--- config.mk ---
export PLATFORM = sky130hd
export DESIGN_NAME = postfix_expression_evaluator
export DESIGN_NICKNAME = d
export VERILOG_FILES = /design/src/pfx_pkg.sv /design/src/postfix_expression_evaluator.sv /design/src/pfx_div.sv /design/src/pfx_dpath.sv /design/src/pfx_ctrl.sv
export SDC_FILE = /design/constraint.sdc
export NUM_CORES = 2
export LEC_CHECK = 0
export ABC_AREA = 1
export BUFFER_PORTS_ARGS = -buffer_cell sky130_fd_sc_hd__buf_2
export CORE_MARGIN = 8
export CORE_UTILIZATION = 55
export DETAILED_ROUTE_END_ITERATION = 10
export GPL_TIMING_DRIVEN = 0
export MAX_ROUTING_LAYER = met4
export PLACE_DENSITY = 0.68
export SLEW_MARGIN = 25
export SYNTH_ARGS = -nofsm -noshare
export SYNTH_HDL_FRONTEND = slang
export SYNTH_SLANG_ARGS = --single-unit
--- constraint.sdc ---
create_clock -name clk -period 11.8 [get_ports clk]
set_clock_uncertainty 0.15 [all_clocks]
set_input_delay 0 -clock clk [delete_from_list [all_inputs] [get_ports clk]]
set_output_delay 0 -clock clk [all_outputs]
set_load 0.01 [all_outputs]
--- src/pfx_pkg.sv ---
// Shared constants, codes and controller/datapath interface types for the postfix evaluator.
`default_nettype none

package pfx_pkg;

    // Operand width and stack sizing
    localparam int DATA_W      = 32;
    localparam int STACK_DEPTH = 32;
    localparam int ADDR_W      = (STACK_DEPTH > 1) ? $clog2(STACK_DEPTH) : 1;
    localparam int CNT_W       = $clog2(STACK_DEPTH + 1);
    localparam int DIV_CNT_W   = $clog2(DATA_W + 1);
    localparam int SYM_W       = 8;
    localparam int STAT_W      = 3;

    // Expression characters
    localparam logic [SYM_W-1:0] SYM_PLUS  = 8'h2B;
    localparam logic [SYM_W-1:0] SYM_MINUS = 8'h2D;
    localparam logic [SYM_W-1:0] SYM_STAR  = 8'h2A;
    localparam logic [SYM_W-1:0] SYM_SLASH = 8'h2F;
    localparam logic [SYM_W-1:0] SYM_ZERO  = 8'h30;
    localparam logic [SYM_W-1:0] SYM_NINE  = 8'h39;

    // Status codes, first error kept
    typedef enum logic [STAT_W-1:0] {
        ERR_NONE    = 3'd0,
        ERR_UNDER   = 3'd1,
        ERR_OVER    = 3'd2,
        ERR_DIVZERO = 3'd3,
        ERR_BADSYM  = 3'd4
    } err_t;

    // Controller to datapath commands
    typedef struct packed {
        logic accept;    // latch incoming symbol
        logic pop;       // pop stack top into read register
        logic load_r;    // capture popped value as right operand
        logic exec;      // evaluate operator
        logic push;      // push digit or result
        logic fin_load;  // load output register, clear stack and error
    } cmd_t;

    // Datapath to controller status
    typedef struct packed {
        logic in_digit;  // symbol on the input port is a digit
        logic is_last;   // latched symbol ends the expression
        logic div_go;    // operator needs the divider
        logic div_done;  // divider quotient ready
    } stat_t;

endpackage

`default_nettype wire

--- src/postfix_expression_evaluator.sv ---
// Top level of the postfix expression evaluator: controller, datapath and checks.
//
// Usage:
//   Slave channel carries one expression character per transaction: s_tdata is
//   the character, s_tlast marks the final character of the expression.
//   Digits '0'..'9' push their value; + - * / pop right then left and push the
//   32-bit wrapped result (division truncates toward zero).
//   On the final character the stack top is popped and sent on the master
//   channel: m_tdata is the value, m_tuser the first error of the expression
//   (0 ok, 1 underflow, 2 overflow, 3 divide by zero, 4 bad symbol).
//   Then the stack and error are cleared for the next expression.
// Timing:
//   One character at a time. A digit is pushed directly; +, - and * pop right
//   and left, evaluate and push, and / also waits on the bit-per-cycle divider,
//   which a zero divisor skips. A final pop and output load follow a final character.
//   Stack memory is read and written through one port, one pop per cycle.
// Reset and stall:
//   rst_n clears stack count, error and handshake state; stack contents are
//   not cleared. The result waits in its output register while m_tready is
//   low; new characters are still taken until the next final output load needs it.
`default_nettype none

module postfix_expression_evaluator
(
    input  wire logic        clk,
    input  wire logic        rst_n,
    input  wire logic        s_tvalid,
    output logic             s_tready,
    input  wire logic [7:0]  s_tdata,   // [7:0] symbol
    input  wire logic        s_tlast,
    output logic             m_tvalid,
    input  wire logic        m_tready,
    output logic [31:0]      m_tdata,   // [31:0] value
    output logic [2:0]       m_tuser    // [2:0] status
);

    pfx_pkg::cmd_t  cmd;
    pfx_pkg::stat_t st;
    pfx_pkg::err_t  status;

    pfx_ctrl u_ctrl
    (
        .clk      (clk),
        .rst_n    (rst_n),
        .s_tvalid (s_tvalid),
        .s_tready (s_tready),
        .m_tvalid (m_tvalid),
        .m_tready (m_tready),
        .st       (st),
        .cmd      (cmd)
    );

    pfx_dpath u_dpath
    (
        .clk    (clk),
        .rst_n  (rst_n),
        .symbol (s_tdata),
        .last   (s_tlast),
        .cmd    (cmd),
        .st     (st),
        .value  (m_tdata),
        .status (status)
    );

    assign m_tuser = status;

    // One character in flight at a time
    a_one_item: assert property (@(posedge clk) disable iff (!rst_n)
        (s_tvalid && s_tready) |=> !s_tready)
        else $error("second transaction accepted while busy");

    // Divider finishes only while an operator is being worked on
    a_div_busy: assert property (@(posedge clk) disable iff (!rst_n)
        st.div_done |-> !s_tready)
        else $error("divider done outside of an operator");

    // Reported status is always a defined code
    a_status_code: assert property (@(posedge clk) disable iff (!rst_n)
        m_tvalid |-> (m_tuser <= pfx_pkg::ERR_BADSYM))
        else $error("undefined status code on output");

endmodule

`default_nettype wire

--- src/pfx_div.sv ---
// Radix-2 restoring divider, signed truncating quotient, one bit per cycle.
`default_nettype none

module pfx_div
(
    input  wire logic                       clk,
    input  wire logic                       rst_n,
    input  wire logic                       start,
    input  wire logic [pfx_pkg::DATA_W-1:0] dividend_mag,
    input  wire logic [pfx_pkg::DATA_W-1:0] divisor_mag,
    input  wire logic                       negate,
    output logic                            done,
    output logic [pfx_pkg::DATA_W-1:0]      quotient
);

    logic [pfx_pkg::DIV_CNT_W-1:0] cnt_reg, cnt_next;
    logic                          done_reg, done_next;
    logic [pfx_pkg::DATA_W-1:0]    rem_reg, rem_next;
    logic [pfx_pkg::DATA_W-1:0]    quo_reg, quo_next;
    logic [pfx_pkg::DATA_W-1:0]    div_reg;
    logic                          neg_reg;
    logic [pfx_pkg::DATA_W:0]      shifted;
    logic [pfx_pkg::DATA_W:0]      diff;
    logic                          fits;

    // One restoring step
    always_comb
    begin
        shifted   = {rem_reg, quo_reg[pfx_pkg::DATA_W-1]};
        diff      = shifted - {1'b0, div_reg};
        fits      = (shifted >= {1'b0, div_reg});
        rem_next  = fits ? diff[pfx_pkg::DATA_W-1:0] : shifted[pfx_pkg::DATA_W-1:0];
        quo_next  = {quo_reg[pfx_pkg::DATA_W-2:0], fits};
        cnt_next  = cnt_reg - 1'b1;
        done_next = (cnt_reg == pfx_pkg::DIV_CNT_W'(1));
    end

    // Iteration counter and done pulse
    always_ff @(posedge clk or negedge rst_n)
    begin
        if (!rst_n)
        begin
            cnt_reg  <= '0;
            done_reg <= 1'b0;
        end
        else if (start)
        begin
            cnt_reg  <= pfx_pkg::DIV_CNT_W'(pfx_pkg::DATA_W);
            done_reg <= 1'b0;
        end
        else
        begin
            done_reg <= (cnt_reg != '0) && done_next;
            if (cnt_reg != '0)
            begin
                cnt_reg <= cnt_next;
            end
        end
    end

    // Remainder and quotient shift registers
    always_ff @(posedge clk)
    begin
        if (start)
        begin
            rem_reg <= '0;
            quo_reg <= dividend_mag;
            div_reg <= divisor_mag;
            neg_reg <= negate;
        end
        else if (cnt_reg != '0)
        begin
            rem_reg <= rem_next;
            quo_reg <= quo_next;
        end
    end

    assign done     = done_reg;
    assign quotient = neg_reg ? (~quo_reg + 1'b1) : quo_reg;

endmodule

`default_nettype wire

--- src/pfx_dpath.sv ---
// Datapath: operand stack memory, count, sticky error, ALU and divider, output register.
`default_nettype none

module pfx_dpath
(
    input  wire logic                      clk,
    input  wire logic                      rst_n,
    input  wire logic [pfx_pkg::SYM_W-1:0] symbol,
    input  wire logic                      last,
    input  wire pfx_pkg::cmd_t             cmd,
    output pfx_pkg::stat_t                 st,
    output logic [pfx_pkg::DATA_W-1:0]     value,
    output pfx_pkg::err_t                  status
);

    logic [pfx_pkg::DATA_W-1:0] stack_mem [pfx_pkg::STACK_DEPTH];

    logic [pfx_pkg::SYM_W-1:0]  sym_reg;
    logic                       last_reg;
    logic [pfx_pkg::CNT_W-1:0]  cnt_reg, cnt_next;
    pfx_pkg::err_t              err_reg, err_next;
    logic [pfx_pkg::DATA_W-1:0] rd_reg;
    logic                       empty_reg;
    logic [pfx_pkg::DATA_W-1:0] right_reg;
    logic [pfx_pkg::DATA_W-1:0] result_reg;
    logic [pfx_pkg::DATA_W-1:0] value_reg;
    pfx_pkg::err_t              status_reg;

    logic [pfx_pkg::DATA_W-1:0] pop_val;
    logic [pfx_pkg::DATA_W-1:0] push_val;
    logic [pfx_pkg::DATA_W-1:0] alu_val;
    logic [pfx_pkg::DATA_W-1:0] digit_val;
    logic [pfx_pkg::DATA_W-1:0] div_q;
    logic [pfx_pkg::CNT_W-1:0]  cnt_m1;
    logic                       is_digit;
    logic                       is_div;
    logic                       is_bad;
    logic                       right_zero;
    logic                       empty;
    logic                       full;
    logic                       div_done;
    pfx_pkg::err_t              code;

    // Symbol decode
    assign is_digit   = (sym_reg >= pfx_pkg::SYM_ZERO) && (sym_reg <= pfx_pkg::SYM_NINE);
    assign is_div     = (sym_reg == pfx_pkg::SYM_SLASH);
    assign is_bad     = !is_digit && (sym_reg != pfx_pkg::SYM_PLUS)
                        && (sym_reg != pfx_pkg::SYM_MINUS)
                        && (sym_reg != pfx_pkg::SYM_STAR) && !is_div;
    assign right_zero = (right_reg == '0);
    assign digit_val  = pfx_pkg::DATA_W'(sym_reg - pfx_pkg::SYM_ZERO);

    // Stack occupancy
    assign empty  = (cnt_reg == '0);
    assign full   = (cnt_reg >= pfx_pkg::CNT_W'(pfx_pkg::STACK_DEPTH));
    assign cnt_m1 = cnt_reg - 1'b1;

    // Popped value: an empty pop yields zero; left operand is used straight from here
    assign pop_val  = empty_reg ? '0 : rd_reg;
    assign push_val = is_digit ? digit_val : result_reg;

    // Add, subtract, multiply; divide and errors give zero here
    always_comb
    begin
        case (sym_reg)
            pfx_pkg::SYM_PLUS:  alu_val = pop_val + right_reg;
            pfx_pkg::SYM_MINUS: alu_val = pop_val - right_reg;
            pfx_pkg::SYM_STAR:  alu_val = pop_val * right_reg;
            default:            alu_val = '0;
        endcase
    end

    // Error source and counter update
    always_comb
    begin
        code     = pfx_pkg::ERR_NONE;
        cnt_next = cnt_reg;
        if (cmd.pop && empty)
        begin
            code = pfx_pkg::ERR_UNDER;
        end
        if (cmd.push && full)
        begin
            code = pfx_pkg::ERR_OVER;
        end
        if (cmd.exec && is_div && right_zero)
        begin
            code = pfx_pkg::ERR_DIVZERO;
        end
        if (cmd.exec && is_bad)
        begin
            code = pfx_pkg::ERR_BADSYM;
        end
        if (cmd.pop && !empty)
        begin
            cnt_next = cnt_m1;
        end
        if (cmd.push && !full)
        begin
            cnt_next = cnt_reg + 1'b1;
        end
        if (cmd.fin_load)
        begin
            cnt_next = '0;
        end

        err_next = err_reg;
        if (err_reg == pfx_pkg::ERR_NONE)
        begin
            err_next = code;
        end
        if (cmd.fin_load)
        begin
            err_next = pfx_pkg::ERR_NONE;
        end
    end

    // Control state
    always_ff @(posedge clk or negedge rst_n)
    begin
        if (!rst_n)
        begin
            cnt_reg <= '0;
            err_reg <= pfx_pkg::ERR_NONE;
        end
        else
        begin
            cnt_reg <= cnt_next;
            err_reg <= err_next;
        end
    end

    // Stack memory, one access per cycle, registered read
    always_ff @(posedge clk)
    begin
        if (cmd.push && !full)
        begin
            stack_mem[cnt_reg[pfx_pkg::ADDR_W-1:0]] <= push_val;
        end
        if (cmd.pop)
        begin
            rd_reg    <= stack_mem[cnt_m1[pfx_pkg::ADDR_W-1:0]];
            empty_reg <= empty;
        end
    end

    // Payload registers
    always_ff @(posedge clk)
    begin
        if (cmd.accept)
        begin
            sym_reg  <= symbol;
            last_reg <= last;
        end
        if (cmd.load_r)
        begin
            right_reg <= pop_val;
        end
        if (cmd.exec)
        begin
            result_reg <= alu_val;
        end
        else if (div_done)
        begin
            result_reg <= div_q;
        end
        if (cmd.fin_load)
        begin
            value_reg  <= pop_val;
            status_reg <= err_reg;
        end
    end

    // Single divider on operand magnitudes
    pfx_div u_div
    (
        .clk          (clk),
        .rst_n        (rst_n),
        .start        (cmd.exec && st.div_go),
        .dividend_mag (pop_val[pfx_pkg::DATA_W-1] ? (~pop_val + 1'b1) : pop_val),
        .divisor_mag  (right_reg[pfx_pkg::DATA_W-1] ? (~right_reg + 1'b1) : right_reg),
        .negate       (pop_val[pfx_pkg::DATA_W-1] ^ right_reg[pfx_pkg::DATA_W-1]),
        .done         (div_done),
        .quotient     (div_q)
    );

    // Status to controller
    always_comb
    begin
        st.in_digit = (symbol >= pfx_pkg::SYM_ZERO) && (symbol <= pfx_pkg::SYM_NINE);
        st.is_last  = last_reg;
        st.div_go   = is_div && !right_zero;
        st.div_done = div_done;
    end

    assign value  = value_reg;
    assign status = status_reg;

endmodule

`default_nettype wire

--- src/pfx_ctrl.sv ---
// Controller: sequences pops, evaluation, push and the final pop; owns the handshakes.
`default_nettype none

module pfx_ctrl
(
    input  wire logic           clk,
    input  wire logic           rst_n,
    input  wire logic           s_tvalid,
    output logic                s_tready,
    output logic                m_tvalid,
    input  wire logic           m_tready,
    input  wire pfx_pkg::stat_t st,
    output pfx_pkg::cmd_t       cmd
);

    typedef enum logic [2:0] {
        S_IDLE,
        S_POP_R,
        S_POP_L,
        S_EXEC,
        S_DIV,
        S_PUSH,
        S_FIN_POP,
        S_FIN_OUT
    } state_t;

    state_t state_reg, state_next;
    logic   out_valid_reg, out_valid_next;
    logic   out_free;

    assign out_free = !out_valid_reg || m_tready;

    // Commands decoded from state
    always_comb
    begin
        cmd.accept   = (state_reg == S_IDLE) && s_tvalid;
        cmd.pop      = (state_reg == S_POP_R) || (state_reg == S_POP_L)
                       || (state_reg == S_FIN_POP);
        cmd.load_r   = (state_reg == S_POP_L);
        cmd.exec     = (state_reg == S_EXEC);
        cmd.push     = (state_reg == S_PUSH);
        cmd.fin_load = (state_reg == S_FIN_OUT) && out_free;
    end

    // Next state
    always_comb
    begin
        state_next = state_reg;
        unique case (state_reg)
            S_IDLE:
            begin
                if (s_tvalid)
                begin
                    state_next = st.in_digit ? S_PUSH : S_POP_R;
                end
            end
            S_POP_R:   state_next = S_POP_L;
            S_POP_L:   state_next = S_EXEC;
            S_EXEC:    state_next = st.div_go ? S_DIV : S_PUSH;
            S_DIV:
            begin
                if (st.div_done)
                begin
                    state_next = S_PUSH;
                end
            end
            S_PUSH:    state_next = st.is_last ? S_FIN_POP : S_IDLE;
            S_FIN_POP: state_next = S_FIN_OUT;
            S_FIN_OUT:
            begin
                if (out_free)
                begin
                    state_next = S_IDLE;
                end
            end
            default:   state_next = S_IDLE;
        endcase
    end

    // Output valid: set on load, cleared when the transaction completes
    always_comb
    begin
        out_valid_next = out_valid_reg;
        if (m_tready)
        begin
            out_valid_next = 1'b0;
        end
        if (cmd.fin_load)
        begin
            out_valid_next = 1'b1;
        end
    end

    // State and registered outputs
    always_ff @(posedge clk or negedge rst_n)
    begin
        if (!rst_n)
        begin
            state_reg     <= S_IDLE;
            out_valid_reg <= 1'b0;
        end
        else
        begin
            state_reg     <= state_next;
            out_valid_reg <= out_valid_next;
        end
    end

    assign s_tready = (state_reg == S_IDLE);
    assign m_tvalid = out_valid_reg;

endmodule

`default_nettype wire
==> flow_summary.json <==
{
  "vias": 55170,
  "netlist.area_leader.share_pct": 51.48,
  "largest_register_ffs": 1024,
  "hold-worst-slack_ns": 0.08600,
  "dpl.hpwl_mm": 188.1,
  "die-area_sq_mm": 0.1423,
  "viasPerCell": 6.165,
  "cp-start-kind": "register",
  "die_h_um": 377.2,
  "synth_warnings": 0,
  "worstPathRequired_ns": 12.13,
  "crit_type": "register to register",
  "drc_errors": 0,
  "fmax_mhz": 100.9,
  "ys_seq_elements": 1282,
  "critPathArrivalTime_ns": 10.24,
  "grt.total_usage_pct": 35.79,
  "crit_family": "adder cells",
  "cts.sinks": 1282,
  "report.final.slew_viol_count": 0,
  "antenna_found_initial": 9,
  "synthTopCellsByCount": "1230 x edfxtp_1, 1096 x nor2_1, 837 x nand2_1",
  "synthArstFlopShare_pct": 1.560,
  "drtIter0Drc": 6572,
  "nets": 7715,
  "clockBufferDepth": 3,
  "ioPinCount": 50,
  "ant_nets": 0,
  "synth.area.top_cells": "edfxtp_1 51%, fa_1 11%, nor2_1 5.7%",
  "syn-num-nets": 7441,
  "hold_viol_final": 0,
  "cts_root_buf": "clkbuf_16",
  "io_buffers": 49,
  "start_util_pct": 55.41,
  "cpPeakStageDelay_ns": 0.87,
  "fill_cells": 10460,
  "endpoint_kind": "register",
  "post_drt_wl_per_cell_um": 28.09,
  "grt_pass1_wl_mm": 359.7,
  "maxCapViolCount": 0,
  "numCtsBuffers": 136,
  "grt_pass1_vias": 54200,
  "seq_area_frac_synth_pct": 53.07,
  "post_route_cells_drive_above_1_share_pct": 7.157,
  "first_pass_iters": 6,
  "synth.avg_cell_area_sq_um": 10.52,
  "rsz0062_at_grt": "false",
  "placementRows": 132,
  "core_sq_mm": 0.1295,
  "setup_violations": 0,
  "fin_area_sq_mm": 0.08085,
  "min_period_over_period_pct": 83.97,
  "place_area_sq_mm": 0.07607,
  "yosys.area.top_type": "edfxtp_1",
  "status": "complete, no violations",
  "setup_tns_ns": 0,
  "clkTransAtPathRegs_ns": 0.06,
  "h-tree-depth": 4,
  "final.min_clock_period_ns": 9.909,
  "syn_inst": 6820,
  "crit_path_frequent_cell": "fa_1",
  "wirelength_mm": 251.3,
  "dominantRegCellSynth": "edfxtp_1",
  "crit_fanout": 12,
  "hp-class": "input pin to register",
  "cts_tree": "done",
  "place.gp.congestion": 1.108,
  "clk_latency_ns": 0.80,
  "worstMarginPinSlew_ns": 1.290,
  "grt.overflow.total": 0,
  "synthDistinctLibCells": 62,
  "crit_slowest_cell": "clkbuf_1",
  "grt_max_degree": 39,
  "synth_edf_count": 1230,
  "synth_area_sq_mm": 0.07175,
  "syn2layout_area_growth_pct": 12.69,
  "slew_headroom_pct": 14.00,
  "die_x_um": 377.2,
  "synth.most_common_cell": "edfxtp_1",
  "path_buf_inv": 10
}
-- worst reg2reg max path: cells and delay by family, from the launching register on --
kind / cells / cell delay (ns)
buf+inv: 10 / 1.86
fa+ha+maj: 9 / 4.12
flops: 1 / 0.38
simple gates: 6 / 1.10
compound gates: 7 / 2.00
-- logic make-up after synthesis --
kind of cell / share of synthesized area, %
buffers and inverters: 5.813
AOI/OAI and AO/OA: 11.80
DFF: 53.07
adders and majority gates: 14.89
xor gates and xnor gates: 1.428
and+or+nand+nor: 12.99
-- placed cells by master (no fill, tap or decap), types with 73 or more instances in the layout --
cell	instances
nand3_1	209
inv_1	671
clkbuf_1	301
buf_2	78
a21oi_1	192
edfxtp_1	1230
ha_1	198
fa_1	410
clkbuf_16	140
nor2_1	1064
nand2_1	808
xor2_1	73
o21ai_0	771
o221ai_1	195
-- per-stage QoR --
step / utilization, % / instances / setup slack, ns
after floorplan: - / 6820 / 4.336
after CTS: 62.42 / 8938 / 2.058
after detailed placement: 58.75 / 8674 / 2.076
after global routing: 62.44 / 8945 / 1.694
after global placement: 57.28 / 8611 / 1.410
final: 62.44 / 8948 / 1.891
-- final cells by class --
cell class / instances / area, sq um / area share, %
inverters: 704 / 2648 / 3.275
repair buffers: 136 / 1971 / 2.437
plain buffers: 379 / 1551 / 1.919
well taps: 1742 / 2180 / 2.696
clock inverters: 84 / 935.9 / 1.158
clock buffers: 156 / 3563 / 4.407
multi-input cells: 4455 / 29900 / 36.98
flip-flops and latches: 1282 / 38080 / 47.09
diodes: 10 / 25.02 / 0.03095
-- what timing repair did --
item / CTS / global route
hold endpoints to repair: 46 / 0
hold buffers: 24 / 0
gates resized for setup: 0 / 0
setup buffers: 0 / 0
-- path summary, 6_finish.rpt --
| check | from | endpoint | slack [ns] | cells after the start |
|---|---|---|---|---|
| max | u_dpath.empty_reg$_DFFE_PP_ | u_dpath.result_reg[26]$_DFFE_PP_ | 1.89 | 32 |
| min | s_tdata[5] | u_ctrl.state_reg[2]$_DFFE_PN0P_ | 0.09 | 6 |
| max reg2reg | u_dpath.empty_reg$_DFFE_PP_ | u_dpath.result_reg[26]$_DFFE_PP_ | 1.89 | 32 |
| min reg2reg | u_dpath.err_reg[1]$_DFFE_PN0P_ | u_dpath.status[1]$_DFFE_PP_ | 0.32 | 0 |
| max in group asynchronous | rst_n | u_dpath.u_div.cnt_reg[0]$_DFFE_PN0P_ | 11.14 | 4 |
| min in group asynchronous | rst_n | u_dpath.cnt_reg[5]$_DFFE_PN0P_ | 0.17 | 4 |
-- layer usage --
layer | routed length (um) | share of wire, % | track usage (%) | vias to the layer above
met2 | 115700 | 46 | 55.04 | 3229
met4 | 20290 | 8.1 | 23.99 | 0
met1 | 89820 | 36 | 42.78 | 27060
li1 | - | - | - | 24070
met3 | 25550 | 10 | 7.348 | 811
met5 | 0 | 0 | - | -
Power is left out: the tool's default activity adds up to more than one toggle a clock period on the data nets, which glitch-free logic cannot reach.
